$ cat src/sv/cft_pkg.sv
// ----------------------------------------------------------------------------
// cft_pkg
// Shared types, character codes and helpers for the config file tokeniser.
// ----------------------------------------------------------------------------
package cft_pkg;

    typedef enum logic [1:0]
    {
        MODE_WORD    = 2'd0,
        MODE_COMMENT = 2'd1,
        MODE_QUOTED  = 2'd2
    } lex_mode_t;

    typedef enum logic [1:0]
    {
        KIND_BYTE    = 2'd0,
        KIND_END     = 2'd1,
        KIND_NEWLINE = 2'd2,
        KIND_PUNCT   = 2'd3
    } kind_t;

    typedef struct packed
    {
        logic [7:0] char_in;
        logic       end_marker;
    } in_beat_t;

    typedef struct packed
    {
        kind_t      kind;
        logic [7:0] byte_out;
        logic       last;
    } out_beat_t;

    // results of one input beat, at most two
    typedef struct packed
    {
        logic [1:0]      count;
        out_beat_t [1:0] beat;
    } lex_res_t;

    localparam logic [7:0] CH_TAB    = 8'h09;
    localparam logic [7:0] CH_CR     = 8'h0D;
    localparam logic [7:0] CH_NL     = 8'h0A;
    localparam logic [7:0] CH_SPACE  = 8'h20;
    localparam logic [7:0] CH_DQUOTE = 8'h22;
    localparam logic [7:0] CH_HASH   = 8'h23;
    localparam logic [7:0] CH_SQUOTE = 8'h27;
    localparam logic [7:0] CH_COMMA  = 8'h2C;
    localparam logic [7:0] CH_COLON  = 8'h3A;
    localparam logic [7:0] CH_SEMI   = 8'h3B;
    localparam logic [7:0] CH_EQ     = 8'h3D;
    localparam logic [7:0] CH_LBRK   = 8'h5B;
    localparam logic [7:0] CH_BSLASH = 8'h5C;
    localparam logic [7:0] CH_RBRK   = 8'h5D;

    localparam int Q_DEPTH = 4;
    localparam int Q_PTR_W = $clog2(Q_DEPTH);
    localparam int Q_CNT_W = $clog2(Q_DEPTH + 1);

    function automatic logic is_space(input logic [7:0] c);
        return (c == CH_SPACE) || ((c >= CH_TAB) && (c <= CH_CR));
    endfunction

    function automatic logic is_punct(input logic [7:0] c);
        return (c == CH_LBRK) || (c == CH_RBRK) || (c == CH_COMMA) ||
               (c == CH_EQ) || (c == CH_COLON) || (c == CH_SEMI);
    endfunction

    function automatic out_beat_t make_beat(input kind_t k, input logic [7:0] b);
        out_beat_t r;
        r.kind     = k;
        r.byte_out = b;
        r.last     = 1'b0;
        return r;
    endfunction

endpackage

$ cat src/sv/cft_lexer.sv
// ----------------------------------------------------------------------------
// cft_lexer
// Lexer state and the per-byte decision: up to two results per input beat.
// ----------------------------------------------------------------------------
module cft_lexer
(
    input  logic              clk,
    input  logic              rst_n,
    input  logic              fire,
    input  cft_pkg::in_beat_t in_beat,
    output cft_pkg::lex_res_t res
);
    import cft_pkg::*;

    lex_mode_t  mode_reg, mode_next;
    logic       quote_single_reg, quote_single_next;
    logic       word_pending_reg, word_pending_next;
    logic       nl_last_reg, nl_last_next;
    logic       prev_bs_reg, prev_bs_next;

    logic [7:0] c;
    logic [7:0] quote_ch;

    assign c        = in_beat.char_in;
    assign quote_ch = quote_single_reg ? CH_SQUOTE : CH_DQUOTE;

    // results
    always_comb
    begin
        res = '0;
        if (in_beat.end_marker)
        begin
            if ((mode_reg == MODE_QUOTED) ||
                ((mode_reg != MODE_COMMENT) && word_pending_reg))
            begin
                res.beat[0] = make_beat(KIND_END, 8'h00);
                res.count   = 2'd1;
            end
        end
        else
        begin
            case (mode_reg)
                MODE_COMMENT:
                begin
                    if ((c == CH_NL) && !nl_last_reg)
                    begin
                        res.beat[0] = make_beat(KIND_NEWLINE, 8'h00);
                        res.count   = 2'd1;
                    end
                end
                MODE_QUOTED:
                begin
                    if ((c == quote_ch) && !prev_bs_reg)
                        res.beat[0] = make_beat(KIND_END, 8'h00);
                    else
                        res.beat[0] = make_beat(KIND_BYTE, c);
                    res.count = 2'd1;
                end
                default:
                begin
                    if (is_space(c) || (c == CH_HASH) || (c == CH_SQUOTE) ||
                        (c == CH_DQUOTE) || is_punct(c))
                    begin
                        if (word_pending_reg)
                        begin
                            res.beat[0] = make_beat(KIND_END, 8'h00);
                            res.count   = 2'd1;
                        end
                        if ((c == CH_NL) && (word_pending_reg || !nl_last_reg))
                        begin
                            res.beat[res.count[0]] = make_beat(KIND_NEWLINE, 8'h00);
                            res.count              = res.count + 2'd1;
                        end
                        else if (is_punct(c))
                        begin
                            res.beat[res.count[0]] = make_beat(KIND_PUNCT, c);
                            res.count              = res.count + 2'd1;
                        end
                    end
                    else
                    begin
                        res.beat[0] = make_beat(KIND_BYTE, c);
                        res.count   = 2'd1;
                    end
                end
            endcase
        end
        if (res.count == 2'd2)
            res.beat[1].last = 1'b1;
        else if (res.count == 2'd1)
            res.beat[0].last = 1'b1;
    end

    // next state
    always_comb
    begin
        mode_next         = mode_reg;
        quote_single_next = quote_single_reg;
        word_pending_next = word_pending_reg;
        nl_last_next      = nl_last_reg;
        prev_bs_next      = prev_bs_reg;
        if (fire)
        begin
            if (in_beat.end_marker)
            begin
                mode_next         = MODE_WORD;
                quote_single_next = 1'b0;
                word_pending_next = 1'b0;
                nl_last_next      = 1'b0;
                prev_bs_next      = 1'b0;
            end
            else
            begin
                case (mode_reg)
                    MODE_COMMENT:
                    begin
                        if (c == CH_NL)
                            mode_next = MODE_WORD;
                    end
                    MODE_QUOTED:
                    begin
                        if ((c == quote_ch) && !prev_bs_reg)
                        begin
                            mode_next    = MODE_WORD;
                            prev_bs_next = 1'b0;
                        end
                        else
                            prev_bs_next = (c == CH_BSLASH);
                    end
                    default:
                    begin
                        mode_next = MODE_WORD;
                        if (is_space(c) || is_punct(c))
                            word_pending_next = 1'b0;
                        else if (c == CH_HASH)
                        begin
                            word_pending_next = 1'b0;
                            mode_next         = MODE_COMMENT;
                        end
                        else if ((c == CH_SQUOTE) || (c == CH_DQUOTE))
                        begin
                            word_pending_next = 1'b0;
                            mode_next         = MODE_QUOTED;
                            quote_single_next = (c == CH_SQUOTE);
                            prev_bs_next      = 1'b0;
                        end
                        else
                            word_pending_next = 1'b1;
                    end
                endcase
                // newline flag follows the final token emitted
                if (res.count != 2'd0)
                begin
                    case (res.beat[res.count[1]].kind)
                        KIND_NEWLINE: nl_last_next = 1'b1;
                        KIND_END:     nl_last_next = 1'b0;
                        KIND_PUNCT:   nl_last_next = 1'b0;
                        default:      nl_last_next = nl_last_reg;
                    endcase
                end
            end
        end
    end

    always_ff @(posedge clk or negedge rst_n)
    begin
        if (!rst_n)
        begin
            mode_reg         <= MODE_WORD;
            quote_single_reg <= 1'b0;
            word_pending_reg <= 1'b0;
            nl_last_reg      <= 1'b0;
            prev_bs_reg      <= 1'b0;
        end
        else
        begin
            mode_reg         <= mode_next;
            quote_single_reg <= quote_single_next;
            word_pending_reg <= word_pending_next;
            nl_last_reg      <= nl_last_next;
            prev_bs_reg      <= prev_bs_next;
        end
    end

endmodule

$ cat src/sv/cft_out_fifo.sv
// ----------------------------------------------------------------------------
// cft_out_fifo
// Result queue: takes up to two beats per cycle, hands out one per cycle while tok_stall is low.
// ----------------------------------------------------------------------------
module cft_out_fifo
(
    input  logic               clk,
    input  logic               rst_n,
    input  logic               push,
    input  cft_pkg::lex_res_t  res,
    output logic               full,
    output logic               tok_valid,
    input  logic               tok_stall,
    output cft_pkg::out_beat_t tok_beat
);
    import cft_pkg::*;

    out_beat_t          q_reg [Q_DEPTH];
    logic [Q_PTR_W-1:0] wr_ptr_reg, wr_ptr_next;
    logic [Q_PTR_W-1:0] rd_ptr_reg, rd_ptr_next;
    logic [Q_CNT_W-1:0] count_reg, count_next;
    logic [1:0]         push_n;
    logic               pop;

    assign push_n    = push ? res.count : 2'd0;
    assign pop       = tok_valid && !tok_stall;
    assign tok_valid = (count_reg != '0);
    assign tok_beat  = q_reg[rd_ptr_reg];
    // room for two more beats is needed before taking a byte
    assign full      = (count_reg > Q_CNT_W'(Q_DEPTH - 2));

    assign wr_ptr_next = wr_ptr_reg + Q_PTR_W'(push_n);
    assign rd_ptr_next = rd_ptr_reg + Q_PTR_W'(pop);
    assign count_next  = count_reg + Q_CNT_W'(push_n) - Q_CNT_W'(pop);

    always_ff @(posedge clk)
    begin
        if (push_n != 2'd0)
            q_reg[wr_ptr_reg] <= res.beat[0];
        if (push_n == 2'd2)
            q_reg[wr_ptr_reg + Q_PTR_W'(1)] <= res.beat[1];
    end

    always_ff @(posedge clk or negedge rst_n)
    begin
        if (!rst_n)
        begin
            wr_ptr_reg <= '0;
            rd_ptr_reg <= '0;
            count_reg  <= '0;
        end
        else
        begin
            wr_ptr_reg <= wr_ptr_next;
            rd_ptr_reg <= rd_ptr_next;
            count_reg  <= count_next;
        end
    end

endmodule

$ cat src/sv/config_file_tokenizer_top.sv
// ----------------------------------------------------------------------------
// config_file_tokenizer_top
// Streaming tokeniser for configuration text, one byte beat in, token beats out.
// ----------------------------------------------------------------------------
// One byte beat is taken per cycle whenever the four-entry result queue has
// room for two beats; its results can leave from the next cycle on. Results
// leave at one beat per cycle while tok_stall is low, so the sustained rate is
// one byte per cycle while bytes give at most one result each, and a byte
// giving two (word end plus newline or punctuation) lowers it. The single
// output port draining the result queue sets that figure.
module config_file_tokenizer_top
(
    input  logic               clk,
    input  logic               rst_n,
    input  logic               byte_valid,
    output logic               byte_stall,
    input  cft_pkg::in_beat_t  byte_beat,
    output logic               tok_valid,
    input  logic               tok_stall,
    output cft_pkg::out_beat_t tok_beat
);
    import cft_pkg::*;

    lex_res_t res;
    logic     fire;
    logic     full;

    assign byte_stall = full;
    assign fire       = byte_valid && !full;

    cft_lexer u_lexer
    (
        .clk     (clk),
        .rst_n   (rst_n),
        .fire    (fire),
        .in_beat (byte_beat),
        .res     (res)
    );

    cft_out_fifo u_fifo
    (
        .clk       (clk),
        .rst_n     (rst_n),
        .push      (fire),
        .res       (res),
        .full      (full),
        .tok_valid (tok_valid),
        .tok_stall (tok_stall),
        .tok_beat  (tok_beat)
    );

endmodule

$ cat config.mk
export PLATFORM = sky130hd
export DESIGN_NAME = config_file_tokenizer_top
export DESIGN_NICKNAME = d
export VERILOG_FILES = /design/src/sv/cft_pkg.sv /design/src/sv/cft_lexer.sv /design/src/sv/cft_out_fifo.sv /design/src/sv/config_file_tokenizer_top.sv
export SDC_FILE = /design/constraint.sdc
export NUM_CORES = 1
export LEC_CHECK = 0
export BUFFER_PORTS_ARGS = -buffer_cell sky130_fd_sc_hd__buf_4
export CORE_MARGIN = 1
export CORE_UTILIZATION = 65
export CTS_CLUSTER_DIAMETER = 30
export CTS_CLUSTER_SIZE = 30
export DETAILED_ROUTE_END_ITERATION = 10
export GPL_ROUTABILITY_DRIVEN = 1
export GPL_TIMING_DRIVEN = 0
export PLACE_DENSITY_LB_ADDON = 0.3
export SYNTH_ARGS = -nofsm -noshare
export SYNTH_HDL_FRONTEND = slang
export SYNTH_HIERARCHICAL = 1
export SYNTH_SLANG_ARGS = --single-unit
$ cat constraint.sdc
create_clock -name clk -period 7.8 [get_ports clk]
set_clock_uncertainty 0.05 [all_clocks]
set_input_delay 0.39 -clock clk [delete_from_list [all_inputs] [get_ports clk]]
set_output_delay 0.39 -clock clk [all_outputs]
set_load 0.005 [all_outputs]
Yosys cells after proc, flatten, opt, wreduce, memory -nomap -nowiden
Memories as Yosys holds them, arrays and structs flattened.
Index checks and enable logic that the tools add are counted.
{ "totals": {"ff_bits": 13, "ram_bits": 44, "out_inout_bits": 13, "wordCells": 158, "memories": 1} }
{ "op_classes": {"add_sub_neg": 6, "n_lt_le_gt_ge": 6, "eq_ne": 30, "muxes": 64, "n_bitwise": 3, "n_reduce_logical": 40} }
{ "mem_list": {"columns": ["memory", "words", "width", "rd", "rd_ports_with_merged_regs", "write_ports", "line", "rtl"], "rows": [
  ["u_fifo.q_reg", 4, 11, 1, 0, 2, "cft_out_fifo.sv:18", "out_beat_t q_reg [Q_DEPTH];"]
]} }
{ "op_table": {"columns": ["operator", "count"], "rows": [
  ["$mux 11", 12],
  ["$eq 8x6->1 const B", 8],
  ["$mux 24", 2],
  ["$mux 10", 3],
  ["$mux 1", 27],
  ["$eq 8x7->1 const B", 3],
  ["$mux 2", 12],
  ["$bwmux 22", 1],
  ["$pmux 11 s2", 1],
  ["$and 10x20->20", 1],
  ["$not 20->20", 1],
  ["$logic_or 1x1->1", 14],
  ["$demux 11 s1", 1],
  ["$eq 2x2->1 const B", 5],
  ["$reduce_and 5->1", 2],
  ["$ne 3x2->1 const B", 3],
  ["$reduce_bool 3->1", 3],
  ["$eq 8x4->1 const B", 1],
  ["$eq 8x8->1", 1],
  ["$ge 8x4->1 const B", 1],
  ["$le 8x4->1 const B", 1],
  ["$logic_and 1x1->1", 8],
  ["$pmux 2 s2", 2],
  ["$reduce_bool 2->1", 4],
  ["19 further kinds", 32]
]} }

Logic depth before layout (Yosys ltp)
{ "logic_depth": {"depth_word": 30, "depth_mapped": 14} }

Modules after synthesis
The synthesis kept the hierarchy.
{ "modules_own_cells": {"columns": ["module", "instances", "cells_each", "area_each_um2", "seq_area_each_um2"], "rows": [
  ["cft_out_fifo", 1, 153, 2602.5, 1496.4],
  ["cft_lexer", 1, 126, 917.1, 150.1],
  ["config_file_tokenizer_top", 1, 1, 13.8, 0.0]
]} }

Least setup slack after synthesis
No wires, ideal clock.
{ "synth_timing": {"path_kind": "input to register", "from": "in byte_beat[3] (netlist name)", "to": "mem u_fifo/q_reg[2][0] (netlist name) (data pin)", "setup_time_ns": 0.260, "arrival_ns": 2.909, "path_slack_ns": 4.582, "path_stages": 11, "n_path_buf": 2, "path_cell_list": "and3b_1 a31oi_1 nor4b_2 ha_1 nand2_1 a21oi_1 buf_4 nand2_1 nor4b_1 buf_4 mux2_2"} }
{ "synth_lines": {"columns": ["element", "line", "rtl"], "rows": [
  ["start: declaration", "config_file_tokenizer_top.sv:17", "input cft_pkg::in_beat_t byte_beat,"],
  ["end: declaration", "cft_out_fifo.sv:18", null]
]} }

==> impl_metrics.env <==
export IMPL_timing_rr_start="u_lexer/mode_reg[0]"
export IMPL_rows=26
export IMPL_core_area_um2=5172
export IMPL_critPathMaxFanout=10
export IMPL_cts_buffer_depth=2
export IMPL_timing_hold_worst_path_depth=3
export IMPL_detailed_place_hpwl_um=5428
export IMPL_max_slew_margin_pct=26.88
export IMPL_timing_critical_path_to_type="flip-flop"
export IMPL_synth_top_cells_by_count="edfxtp_1, mux2_2, nand2_1"
export IMPL_synth_top_area_share_pct=37.39
export IMPL_netlist_cell_type_count=58
export IMPL_drt_pass1_iter_count=5
export IMPL_wire_length_of_the_first_global_routing_pass_um=12350
export IMPL_post_cts_resized=0
export IMPL_min_delay_start="tok_stall"
export IMPL_powerDensity_nw_per_um2=264.1
export IMPL_count_of_warnings_emitted_by_yosys=6
export IMPL_place_worst_setup_slack_ns=3.807
export IMPL_drt_iter0_markers=221
export IMPL_area_growth_synth_to_final_pct=13.49
export IMPL_finalNetCount=338
export IMPL_tritoncts_num_buffers=9
export IMPL_number_of_nets_in_the_synthesized_netlist=302
export IMPL_clkTransAtPathRegs_ns=0.07
export IMPL_grt_use_total_pct=31.01
export IMPL_largest_register_ffs=44
export IMPL_die_height_um=75.73
export IMPL_num_vias=2461
export IMPL_avgRoutedWirePerCell_um=20.37
export IMPL_final_period_minus_worst_setup_slack_ns=3.803
export IMPL_antenna_found_initial=0
export IMPL_ys_seq_elements=57
export IMPL_drive_above_1_share_pct=35.83
export IMPL_sw_frac_of_total_pct=30.82
export IMPL_synthTopCellsByArea="edfxtp_1, mux2_2, dfrtp_1"
export IMPL_worst_pin_slew_ns=1.093
export IMPL_cp_data_arrival_time_ns=3.84
export IMPL_start_util_pct=68.31
export IMPL_cts_sink_count=57
export IMPL_final_setup_viol_count=0
export IMPL_overall_die_area_um2=5735
export IMPL_final_cells=391
export IMPL_final_layout_fill_cell_count=296
export IMPL_clock_tree_root_cell="clkbuf_8"
export IMPL_tritoncts_clock_tree="done"
export IMPL_r2r_end="u_fifo/q_reg[2][5]"
export IMPL_synth_largest_area_cell="edfxtp_1"
export IMPL_syn_inst=280
export IMPL_slack_of_the_worst_reg_to_reg_path_ns=4.07
export IMPL_total_power_w=0.001059
export IMPL_io_pin_count=26
export IMPL_post_synth_top_count_cell="edfxtp_1"
export IMPL_timing_final_crit_share_pct=48.75
export IMPL_synth_avg_cell_area_um2=12.62
export IMPL_insertedDiodeCount=0
export IMPL_gp_congestion=0.9586
export IMPL_final_critical_path_setup_slack_ns=3.997
export IMPL_numPlacedInstances=374
export IMPL_status="completed"
export IMPL_dieWidth_um=75.73
export IMPL_register_area_share_after_synthesis_pct=46.60
export IMPL_ctsHtreeMaxLevel=3
export IMPL_kind_of_critical_path="primary input to flip-flop"
export IMPL_synth_async_sr_flop_share_pct=22.81
export IMPL_report_final_hold_viol_count=0
export IMPL_share_of_power_burned_in_registers_pct=39.1
export IMPL_p_leak_nw=1.559
export IMPL_first_global_vias=2411
export IMPL_viasPerCell=6.294
export IMPL_min_delay_worst_endpoint="u_fifo/rd_ptr_reg[1]"
export IMPL_rsz0062_at_grt="false"
export IMPL_maxCapViolations=0
export IMPL_fmax_ghz=0.2630
export IMPL_rr_worst_depth=10
export IMPL_post_cts_buffers=0
export IMPL_setup_worst_path_start_class="primary input"
export IMPL_critPathRequiredTime_ns=7.84
export IMPL_synth_flop_cell="edfxtp_1"
export IMPL_grt_start_max_net_pins=14
export IMPL_netlist_area_um2=3533
export IMPL_drc_errors=0
export IMPL_net_switching_power_w=0.0003264
export IMPL_antenna_violating_nets_left=0
export IMPL_cellInternalPower_w=0.0007326
export IMPL_grt_overflow_total=0
export IMPL_insertion_delay_ns=0.33
export IMPL_synth_edf_count=44
export IMPL_combPwrFrac_pct=34.8
export IMPL_p_clk_share_pct=26.2
export IMPL_wl_um=7965
export IMPL_vdd_ir_drop_worst_mv=0.1413
export IMPL_class_of_the_worst_hold_path="primary input to flip-flop"
export IMPL_max_slew_violation_count=0
export IMPL_port_buffers=24
export IMPL_finalSetupTns_ns=0
==> placed cells by master (no fill, tap or decap), types with 2 or more instances in the layout <==
cell / count
a21boi_0: 2
a21oi_1: 3
a22oi_1: 2
and2_1: 14
buf_2: 5
buf_4: 28
clkbuf_1: 4
clkbuf_8: 11
clkinv_2: 2
dfrtp_1: 13
edfxtp_1: 44
ha_1: 8
inv_1: 12
mux2_2: 36
mux2_4: 10
mux4_2: 11
nand2_1: 23
nand2b_1: 4
nand3_1: 3
nor2_1: 12
nor2b_1: 3
nor3_1: 6
nor3b_1: 2
nor4_1: 3
o21a_1: 4
o21ai_0: 11
o31ai_1: 2
or3_1: 2
xnor2_1: 4
xor2_1: 5
==> routing by layer <==
layer | global-route usage [%] | part of all wire [%] | vias up
li1 | - | - | 1117
met1 | 38.73 | 40 | 1208
met2 | 53.77 | 52 | 107
met3 | 5.026 | 5.2 | 29
met4 | 12.76 | 2.7 | 0
met5 | 0 | 0 | -
==> critical path, stage by stage <==
cell and delay (ns):
buf_4 0.13, inv_1 0.17, a31oi_1 0.13, nor4b_2 0.64
ha_1 0.28, nand2_1 0.08, a21oi_1 0.44, buf_4 0.22
nand2_1 0.17, nor4b_1 0.52, buf_4 0.30, mux2_2 0.37
==> power groups by stage <==
stage	logic (W)	registers (W)	clock network [W]
finish	0.000368	0.000414	0.000277
global route	0.000401	0.000418	0.000289
CTS	0.000370	0.000413	0.000278
detailed placement	0.000362	0.000419	0
global placement	0.000343	0.000413	0
floorplan	0.000242	0.000405	0
==> cells by family after synthesis <==
family	synth area share (%)
buf+inv	3.576
xor+xnor	2.231
compound gates	7.153
other cells	0.1061
simple gates	14.20
fa+ha+maj	3.400
flops	46.60
mux	22.73
==> timing repair <==
action	4_1_cts	5_1_grt
setup endpoints to repair	0	0
hold endpoints to repair	13	0
hold buffers	1	0
==> worst max-delay path by stage <==
stage / cells after the start / from / slack, ns / endpoint
after floorplan: 11 / byte_beat[3] / 4.58 / u_fifo/q_reg[2][0]
after global placement: 12 / byte_beat[2] / 3.89 / u_fifo/q_reg[2][3]
after detailed placement: 12 / byte_beat[2] / 3.81 / u_fifo/q_reg[2][5]
after CTS: 12 / byte_beat[2] / 4.10 / u_fifo/q_reg[2][3]
after global routing: 12 / byte_beat[2] / 3.74 / u_fifo/q_reg[2][0]
final: 12 / byte_beat[2] / 4.00 / u_fifo/q_reg[2][5]
==> cell type report <==
cell class | count | area (um2) | share of cell area, %
Clock buffer | 13 | 158.9 | 3.963
Inverter | 13 | 48.80 | 1.217
Buffer | 13 | 77.57 | 1.934
Tap cell | 70 | 87.58 | 2.184
Clock inverter | 3 | 40.04 | 0.9984
Timing Repair Buffer | 25 | 190.2 | 4.743
Sequential cell | 57 | 1647 | 41.06
Multi-Input combinational cell | 197 | 1760 | 43.90
==> through the flow <==
stage	cell area (um2)	utilization [%]	hold WS, ns
floorplan	3533	-	0.04441
global placement	3801	73.49	0.1955
detailed placement	3801	73.49	0.2057
CTS	4010	77.53	0.2996
global route	4010	77.53	0.3147
finish	4010	77.53	0.3059
(Power assumes the default switching activity.)
